## config.mk

```make
export PLATFORM = sky130hd
export DESIGN_NAME = xorshift_bounded_random_top
export DESIGN_NICKNAME = d
export VERILOG_FILES = /design/src/hw/rtl/xsbr_pkg.sv /design/src/hw/rtl/xsbr_xorshift.sv /design/src/hw/rtl/xsbr_remainder.sv /design/src/hw/rtl/xorshift_bounded_random_top.sv
export SDC_FILE = /design/constraint.sdc
export NUM_CORES = 2
export LEC_CHECK = 0
export ABC_AREA = 1
export BUFFER_PORTS_ARGS = -buffer_cell sky130_fd_sc_hd__buf_2
export CORE_UTILIZATION = 61
export DETAILED_ROUTE_END_ITERATION = 10
export GPL_TIMING_DRIVEN = 0
export PLACE_DENSITY = 0.79
export SYNTH_ARGS = -nofsm -noshare
export SYNTH_HDL_FRONTEND = slang
export SYNTH_HIERARCHICAL = 1
export SYNTH_SLANG_ARGS = --single-unit
export TNS_END_PERCENT = 5
```

## constraint.sdc

```tcl
create_clock -name clk -period 10.5 [get_ports clk]
set_input_delay 1.05 -clock clk [delete_from_list [all_inputs] [get_ports clk]]
set_output_delay 1.05 -clock clk [all_outputs]
set_load 0.01 [all_outputs]
```

## src/hw/rtl/xsbr_pkg.sv

```systemverilog
package xsbr_pkg;

  localparam int unsigned WORD_W = 32;
  localparam int unsigned DWORD_W = 64;
  localparam int unsigned CMD_W = 2;

  localparam logic [WORD_W-1:0] SEED_RESET = 32'd2463534242;

  localparam logic [CMD_W-1:0] CMD_RANGE = 2'd0;
  localparam logic [CMD_W-1:0] CMD_RAW64 = 2'd1;
  localparam logic [CMD_W-1:0] CMD_RAW32 = 2'd2;

  localparam int unsigned SHIFT_A = 13;
  localparam int unsigned SHIFT_B = 17;
  localparam int unsigned SHIFT_C = 5;

  typedef logic [WORD_W-1:0] word_t;
  typedef logic [DWORD_W-1:0] dword_t;

  // Status handed back by the shared remainder unit.
  typedef struct packed {
    logic   done;
    dword_t rem;
  } rem_status_t;

endpackage

```

## src/hw/rtl/xsbr_xorshift.sv

```systemverilog
module xsbr_xorshift
  import xsbr_pkg::*;
(
  input  logic  clk,
  input  logic  rst_n,
  input  logic  load,
  input  word_t seed,
  input  logic  step,
  output word_t next_value
);

  word_t state_r;
  word_t state_nxt;
  word_t s1;
  word_t s2;

  always_comb begin
    s1 = state_r ^ (state_r << SHIFT_A);
    s2 = s1 ^ (s1 >> SHIFT_B);
    next_value = s2 ^ (s2 << SHIFT_C);
  end

  always_comb begin
    state_nxt = state_r;
    if (load) begin
      state_nxt = seed;
    end else if (step) begin
      state_nxt = next_value;
    end
  end

  always_ff @(posedge clk) begin
    if (!rst_n) begin
      state_r <= SEED_RESET;
    end else begin
      state_r <= state_nxt;
    end
  end

endmodule

```

## src/hw/rtl/xsbr_remainder.sv

```systemverilog
module xsbr_remainder
  import xsbr_pkg::*;
(
  input  logic        clk,
  input  logic        rst_n,
  input  logic        start,
  input  dword_t      dividend,
  input  dword_t      divisor,
  output rem_status_t status
);

  localparam int unsigned CNT_W = $clog2(DWORD_W);

  logic             busy_r, busy_nxt;
  logic             done_r, done_nxt;
  logic [CNT_W-1:0] cnt_r, cnt_nxt;
  dword_t           rem_r, rem_nxt;
  dword_t           quo_r, quo_nxt;
  dword_t           div_r, div_nxt;
  logic [DWORD_W:0] trial;
  logic [DWORD_W:0] diff;

  // One quotient bit per cycle: shift in the next dividend bit and subtract
  // the divisor where it fits.
  always_comb begin
    trial = {rem_r, quo_r[DWORD_W-1]};
    diff = trial - {1'b0, div_r};
  end

  always_comb begin
    busy_nxt = busy_r;
    done_nxt = 1'b0;
    cnt_nxt = cnt_r;
    rem_nxt = rem_r;
    quo_nxt = quo_r;
    div_nxt = div_r;
    if (start) begin
      busy_nxt = 1'b1;
      cnt_nxt = '1;
      rem_nxt = '0;
      quo_nxt = dividend;
      div_nxt = divisor;
    end else if (busy_r) begin
      quo_nxt = quo_r << 1;
      if (!diff[DWORD_W]) begin
        rem_nxt = diff[DWORD_W-1:0];
      end else begin
        rem_nxt = trial[DWORD_W-1:0];
      end
      cnt_nxt = cnt_r - 1'b1;
      if (cnt_r == '0) begin
        busy_nxt = 1'b0;
        done_nxt = 1'b1;
      end
    end
  end

  always_ff @(posedge clk) begin
    if (!rst_n) begin
      busy_r <= 1'b0;
      done_r <= 1'b0;
      cnt_r <= '0;
    end else begin
      busy_r <= busy_nxt;
      done_r <= done_nxt;
      cnt_r <= cnt_nxt;
    end
  end

  always_ff @(posedge clk) begin
    rem_r <= rem_nxt;
    quo_r <= quo_nxt;
    div_r <= div_nxt;
  end

  assign status.done = done_r;
  assign status.rem = rem_r;

endmodule

```

## src/hw/rtl/xorshift_bounded_random_top.sv

```systemverilog
// Channel  | Direction | Handshake            | Payload
// in       | input     | in_valid / in_ready   | in_cmd, in_range_min, in_range_max
// out      | output    | out_valid / out_ready | out_value
// cfg      | input     | APB psel / penable    | paddr, pwdata, prdata
//
// From acceptance, a raw 32-bit item draws one generator word and a raw 64-bit item draws two.
// A range item runs setup, a first pass of the one bit-serial remainder unit, draw and check,
// a second pass and finish; each rejected 64-bit draw goes back to draw again.
// A full-range item skips both passes. A new item can be taken in the cycle after
// a result is registered. Reset is synchronous and active low; it loads the seed register and
// the generator state with the reset seed. A finished item waits in the output register while
// the next is accepted; while that register is full the next result keeps the block busy.
module xorshift_bounded_random_top
  import xsbr_pkg::*;
#(
  parameter int unsigned ADDR_W = 3
)
(
  input  logic                 clk,
  input  logic                 rst_n,
  input  logic                 in_valid,
  output logic                 in_ready,
  input  logic [CMD_W-1:0]     in_cmd,
  input  logic signed [63:0]   in_range_min,
  input  logic signed [63:0]   in_range_max,
  output logic                 out_valid,
  input  logic                 out_ready,
  output logic [63:0]          out_value,
  input  logic                 psel,
  input  logic                 penable,
  input  logic                 pwrite,
  input  logic [ADDR_W-1:0]    paddr,
  input  logic [WORD_W-1:0]    pwdata,
  output logic [WORD_W-1:0]    prdata,
  output logic                 pready
);

  localparam logic [2:0] S_IDLE    = 3'd0;
  localparam logic [2:0] S_PREP    = 3'd1;
  localparam logic [2:0] S_DIV_M   = 3'd2;
  localparam logic [2:0] S_DRAW_HI = 3'd3;
  localparam logic [2:0] S_DRAW_LO = 3'd4;
  localparam logic [2:0] S_CHECK   = 3'd5;
  localparam logic [2:0] S_DIV_R   = 3'd6;
  localparam logic [2:0] S_FINISH  = 3'd7;

  localparam logic [ADDR_W-1:0] REG_SEED = '0;

  logic [2:0]       state_r, state_nxt;
  logic [CMD_W-1:0] cmd_r, cmd_nxt;
  dword_t           min_r, min_nxt;
  dword_t           n_r, n_nxt;
  dword_t           m_r, m_nxt;
  dword_t           r_r, r_nxt;
  logic             full_r, full_nxt;
  logic             mzero_r, mzero_nxt;
  logic             out_valid_r, out_valid_nxt;
  dword_t           out_value_r, out_value_nxt;
  word_t            seed_r;

  logic        cfg_write;
  logic        gen_step;
  word_t       gen_next;
  logic        div_start;
  dword_t      div_dividend;
  rem_status_t div_status;
  dword_t      result;

  assign pready = 1'b1;
  assign cfg_write = psel && penable && pwrite && (paddr == REG_SEED);
  assign prdata = (paddr == REG_SEED) ? seed_r : '0;

  always_ff @(posedge clk) begin
    if (!rst_n) begin
      seed_r <= SEED_RESET;
    end else if (cfg_write) begin
      seed_r <= pwdata;
    end
  end

  assign gen_step = (state_r == S_DRAW_HI) || (state_r == S_DRAW_LO);

  xsbr_xorshift u_gen (
    .clk        (clk),
    .rst_n      (rst_n),
    .load       (cfg_write),
    .seed       (pwdata),
    .step       (gen_step),
    .next_value (gen_next)
  );

  // The first pass finds 2^64 mod n from (0 - n) mod n; the second reduces
  // the accepted draw.
  assign div_dividend = (state_r == S_PREP) ? (dword_t'(0) - n_r) : r_r;

  xsbr_remainder u_rem (
    .clk      (clk),
    .rst_n    (rst_n),
    .start    (div_start),
    .dividend (div_dividend),
    .divisor  (n_r),
    .status   (div_status)
  );

  assign in_ready = (state_r == S_IDLE);
  assign out_valid = out_valid_r;
  assign out_value = out_value_r;

  always_comb begin
    priority if (cmd_r == CMD_RANGE) begin
      result = (full_r ? r_r : div_status.rem) + min_r;
    end else if (cmd_r == CMD_RAW64) begin
      result = r_r;
    end else begin
      result = {{(DWORD_W-WORD_W){1'b0}}, r_r[WORD_W-1:0]};
    end
  end

  always_comb begin
    state_nxt = state_r;
    cmd_nxt = cmd_r;
    min_nxt = min_r;
    n_nxt = n_r;
    m_nxt = m_r;
    r_nxt = r_r;
    full_nxt = full_r;
    mzero_nxt = mzero_r;
    out_valid_nxt = out_valid_r && !out_ready;
    out_value_nxt = out_value_r;
    div_start = 1'b0;
    unique case (state_r)
      S_IDLE: begin
        if (in_valid) begin
          cmd_nxt = in_cmd;
          min_nxt = in_range_min;
          n_nxt = dword_t'(in_range_max - in_range_min + 64'sd1);
          r_nxt = '0;
          state_nxt = S_PREP;
        end
      end
      S_PREP: begin
        full_nxt = (n_r == '0);
        priority if (cmd_r == CMD_RANGE && n_r != '0) begin
          div_start = 1'b1;
          state_nxt = S_DIV_M;
        end else if (cmd_r == CMD_RANGE || cmd_r == CMD_RAW64) begin
          state_nxt = S_DRAW_HI;
        end else begin
          state_nxt = S_DRAW_LO;
        end
      end
      S_DIV_M: begin
        if (div_status.done) begin
          m_nxt = dword_t'(0) - div_status.rem;
          mzero_nxt = (div_status.rem == '0);
          state_nxt = S_DRAW_HI;
        end
      end
      S_DRAW_HI: begin
        r_nxt[DWORD_W-1:WORD_W] = gen_next;
        state_nxt = S_DRAW_LO;
      end
      S_DRAW_LO: begin
        r_nxt[WORD_W-1:0] = gen_next;
        state_nxt = (cmd_r == CMD_RANGE && !full_r) ? S_CHECK : S_FINISH;
      end
      S_CHECK: begin
        // A limit of zero means a power-of-two range: every draw is kept.
        if (mzero_r || (r_r < m_r)) begin
          div_start = 1'b1;
          state_nxt = S_DIV_R;
        end else begin
          state_nxt = S_DRAW_HI;
        end
      end
      S_DIV_R: begin
        if (div_status.done) begin
          state_nxt = S_FINISH;
        end
      end
      S_FINISH: begin
        if (!out_valid_r || out_ready) begin
          out_valid_nxt = 1'b1;
          out_value_nxt = result;
          state_nxt = S_IDLE;
        end
      end
      default: begin
        state_nxt = S_IDLE;
      end
    endcase
  end

  always_ff @(posedge clk) begin
    if (!rst_n) begin
      state_r <= S_IDLE;
      out_valid_r <= 1'b0;
    end else begin
      state_r <= state_nxt;
      out_valid_r <= out_valid_nxt;
    end
  end

  always_ff @(posedge clk) begin
    cmd_r <= cmd_nxt;
    min_r <= min_nxt;
    n_r <= n_nxt;
    m_r <= m_nxt;
    r_r <= r_nxt;
    full_r <= full_nxt;
    mzero_r <= mzero_nxt;
    out_value_r <= out_value_nxt;
  end

endmodule

```

==> out/qor.txt <==
CP Launch Type - flip-flop
Status - finished, violations left
Total gr overflow - 0
CTS H-Tree Depth - 3
Clk pin slew, worst setup/hold paths - 60 ps
Setup TNS - 0 ps
Syn Nets - 6835
Violated checks - design-rule violations, max-capacitance violations, max-slew violations
Final setup violation count - 0
Post_cts resized - 0
Critical Setup Path Class - reg2reg
Part of the cycle the worst path needs - 0.5164
Fin nets - 7182
FP Rows - 99
Design area - 49760 um^2
Largest net degree at the start of global routing - 70
Drt total wl - 172.7 mm
Mapped Avg Cell Area - 7.073 um^2
Max Transition Viols Final - 4
Cell area after synthesis - 44850 um^2
Initial core utilization - 0.6158
Die width - 273.2 um
Worst Path Max Fanout - 69
Routed via count - 44752
Vias per cell - 5.810
Input/output buffers - 269
Post-Synth Adder-Cell Area - 0.09033
Clock Skews - 32.20 ps
Cts hold-fix bufs - 0
Largest area contributor in the netlist - edfxtp_1
Number of global-route vias before repair - 41664
Post-Synthesis Cells - 6341
DR DRC count - 2
Fillcell total - 6330
Register area share after synthesis - 0.3651
CTS Root Cell - clkbuf_16
DRT iter0 DRCs - 5646
Critical path data required time - 11040 ps
Leakage Power - 24.62 nW
Detailed placement HPWL - 141.6 mm
WL per Instance - 22.42 um
IO Pins - 271
Post-DP Area - 47600 um^2
Remaining antenna violation count - 0
Crit path DAT - 5960 ps
Core area - 72830 um^2
Yosys reg bits - 592
Layout area overhead - 10.93%
Main combinational cell family by area after synthesis - simple AND/OR/NAND/NOR gates
Synth area leaders - edfxtp_1 30%, nand2_1 16%, inv_1 9.6%, ha_1 8.9%, dfxtp_1 6.2%
MaxCap Viol Count - 1
CTS Buffer Depth - 3
Rel. slew slack - -0.04795
Worst vdd ir - 0.1530 mV
Global-route usage over all layers - 0.4555
CTS buffer count - 66
Die height - 273.2 um
Clk Latency, worst-skew pair - 630 ps
Final hold violation count - 0
First-pass GRT wire length - 248.6 mm
Achievable Freq - 184.4 MHz
Yosys warns - 6
Power Density - 230.2 nW/um^2
Die area - 74620 um^2
TritonRoute pass-1 iters - 11
Crit. End Element - flip-flop
Area share of the largest cell type after synthesis - 0.3026
Slew @ Worst Pin - 1558 ps
Post-synthesis xor/xnor area fraction - 0.04982
CTS sink count - 592
Period minus WS final - 5422 ps
Proportion of layout cells with a drive suffix above 1 - 0.07401
Multiplexer share of the synthesized area - 0.002511
Simple-Gate Fraction of Synth Area - 0.2846
Synth unique cells - 62
RSZ-0062 raised after global routing - false
Routability cong. - 1.133
Hold WC Path Type - reg2reg
CTS tree - done
Number of post-CTS setup repair buffers - 0
Initial antenna violation count - 7
Synth Area in Compound Gates - 0.09936
==> worst paths after layout <==
kind | end | start | slack [ps] | cells past startpoint
setup reg to reg | u_rem/rem_r[41]$_SDFFE_PP0P_ | state_r[2]$_SDFFE_PN0P_ | 5080 | 14
setup / recovery | u_rem/rem_r[41]$_SDFFE_PP0P_ | state_r[2]$_SDFFE_PN0P_ | 5080 | 14
hold / removal | u_rem/cnt_r[0]$_SDFFE_PN0P_ | u_rem/cnt_r[0]$_SDFFE_PN0P_ | 450 | 1
hold reg to reg | u_rem/cnt_r[0]$_SDFFE_PN0P_ | u_rem/cnt_r[0]$_SDFFE_PN0P_ | 450 | 1
==> where the power goes <==
| group | switching [mW] | internal, mW | total, mW | leakage (nW) |
|---|---|---|---|---|
| Clock | 1.00 | 1.30 | 2.30 | 1.02 |
| Combinational | 3.70 | 1.51 | 5.21 | 18.2 |
| Sequential | 0.624 | 3.31 | 3.94 | 5.35 |
| Total | 5.33 | 6.12 | 11.5 | 24.6 |
==> through the flow <==
step / hold WS, ps / util / worst slack (ps) / power (mW) / cells
after floorplan: 421.7 / - / 2737 / 6.952 / 6341
after global placement: 438.9 / 0.6508 / -127.0 / 8.750 / 7569
after detailed placement: 447.8 / 0.6536 / 5179 / 8.825 / 7577
after CTS: 462.1 / 0.6827 / 5114 / 11.12 / 7699
after global routing: 481.5 / 0.6831 / 5013 / 11.89 / 7701
final: 454.9 / 0.6831 / 5078 / 11.45 / 7702
==> final cells by class <==
type,instances,area [um^2],share of cell area
clock buffers,88,1808,0.03634
diodes,1,2.502,0.00005029
inverters,1156,4339,0.08721
flip-flops and latches,592,16380,0.3291
repair buffers,279,1539,0.03093
multi-input cells,4481,23670,0.4757
plain buffers,112,511.7,0.01028
clock inverters,34,309.0,0.006211
well taps,959,1200,0.02412
==> critical path, cell delays in order (launching register included) <==
cell and delay (ps):
dfxtp_1 430, nor2_1 100, nand2_1 270, clkbuf_1 630
inv_1 230, clkbuf_1 410, nand3_1 330, nand2_4 500
inv_1 530, nand2_1 340, inv_1 220, clkbuf_1 550
buf_1 520, nand3_1 160, nand2_1 90
==> layout by cell type, fill, tap and decap left out, types with 9 or more instances in the layout <==
cell type  count
a221oi_1      12
buf_2        276
mux2_2        10
nor3_1        81
o211ai_1      11
inv_2         12
edfxtp_1     452
xor2_1       156
a31oi_1       46
clkbuf_16     68
nor2_1       615
xnor2_1       88
nand3b_1      21
clkinv_1      12
a21oi_1      322
a22oi_1       16
nand2_1     1892
nand2_2       15
nor4_1        39
nor2_2        16
ha_1         319
and2_1         9
inv_1       1141
o21a_1        12
a21o_1        28
clkbuf_1      97
nand4_1       52
o21bai_1      16
nor2_4        14
nand2_4        9
o21ai_0      310
o21ai_1       19
buf_1         10
nand3_1      294
dfxtp_1      140
==> synthesized netlist by cell type (all sizes together) <==
| library cell | count |
|---|---|
| mux2 | 10 |
| nor4 | 41 |
| and2 | 9 |
| o21bai | 16 |
| o22ai | 3 |
| a221oi | 12 |
| edfxtp | 452 |
| nand3 | 298 |
| a22o | 2 |
| a21o | 28 |
| xnor2 | 91 |
| a21boi | 8 |
| or2 | 3 |
| o31ai | 2 |
| o21ai | 330 |
| nand2 | 1916 |
| o211ai | 11 |
| a22oi | 16 |
| nor3b | 1 |
| clkinv | 3 |
| nand3b | 21 |
| and3 | 6 |
| o2111ai | 2 |
| o221ai | 1 |
| clkbuf | 81 |
| fa | 3 |
| a31oi | 46 |
| o21a | 12 |
| a211oi | 1 |
| conb | 1 |
| inv | 1153 |
| nand4 | 54 |
| o211a | 1 |
| o41ai | 1 |
| nor4b | 1 |
| nor2 | 645 |
| ha | 319 |
| dfxtp | 140 |
| xor2 | 159 |
| a21oi | 324 |
| buf | 31 |
| nor3 | 87 |
==> sequential cells by signal (all words and copies together) (netlist names), 2 cells and up <==
name           cells
cmd_r              2
m_r               64
min_r             64
n_r               64
out_value         64
r_r               64
seed_r            32
state_r            3
u_gen/state_r     32
u_rem/cnt_r        6
u_rem/div_r       64
u_rem/quo_r       64
u_rem/rem_r       64
==> per-layer routing <==
metal / share of wire / track usage / vias up / wire, um
li1: - / - / 21029 / -
met1: 0.36 / 0.5592 / 20268 / 61510
met2: 0.44 / 0.7168 / 2888 / 75860
met3: 0.13 / 0.09586 / 563 / 21590
met4: 0.079 / 0.3171 / 4 / 13670
met5: 0.00013 / 0 / - / 23
==> kinds of logic (layout without fill, tap and decap cells) <==
kind of cell	after synthesis	after routing
AND/OR/NAND/NOR	3082	3082
buffers and inverters	1268	1669
adder cells (fa/ha/maj)	322	322
other	1	2
multiplexers	10	10
XOR/XNOR	250	250
AO/OA/AOI/OAI	816	816
flip-flops	592	592
Power figures use the tool's default switching activity.
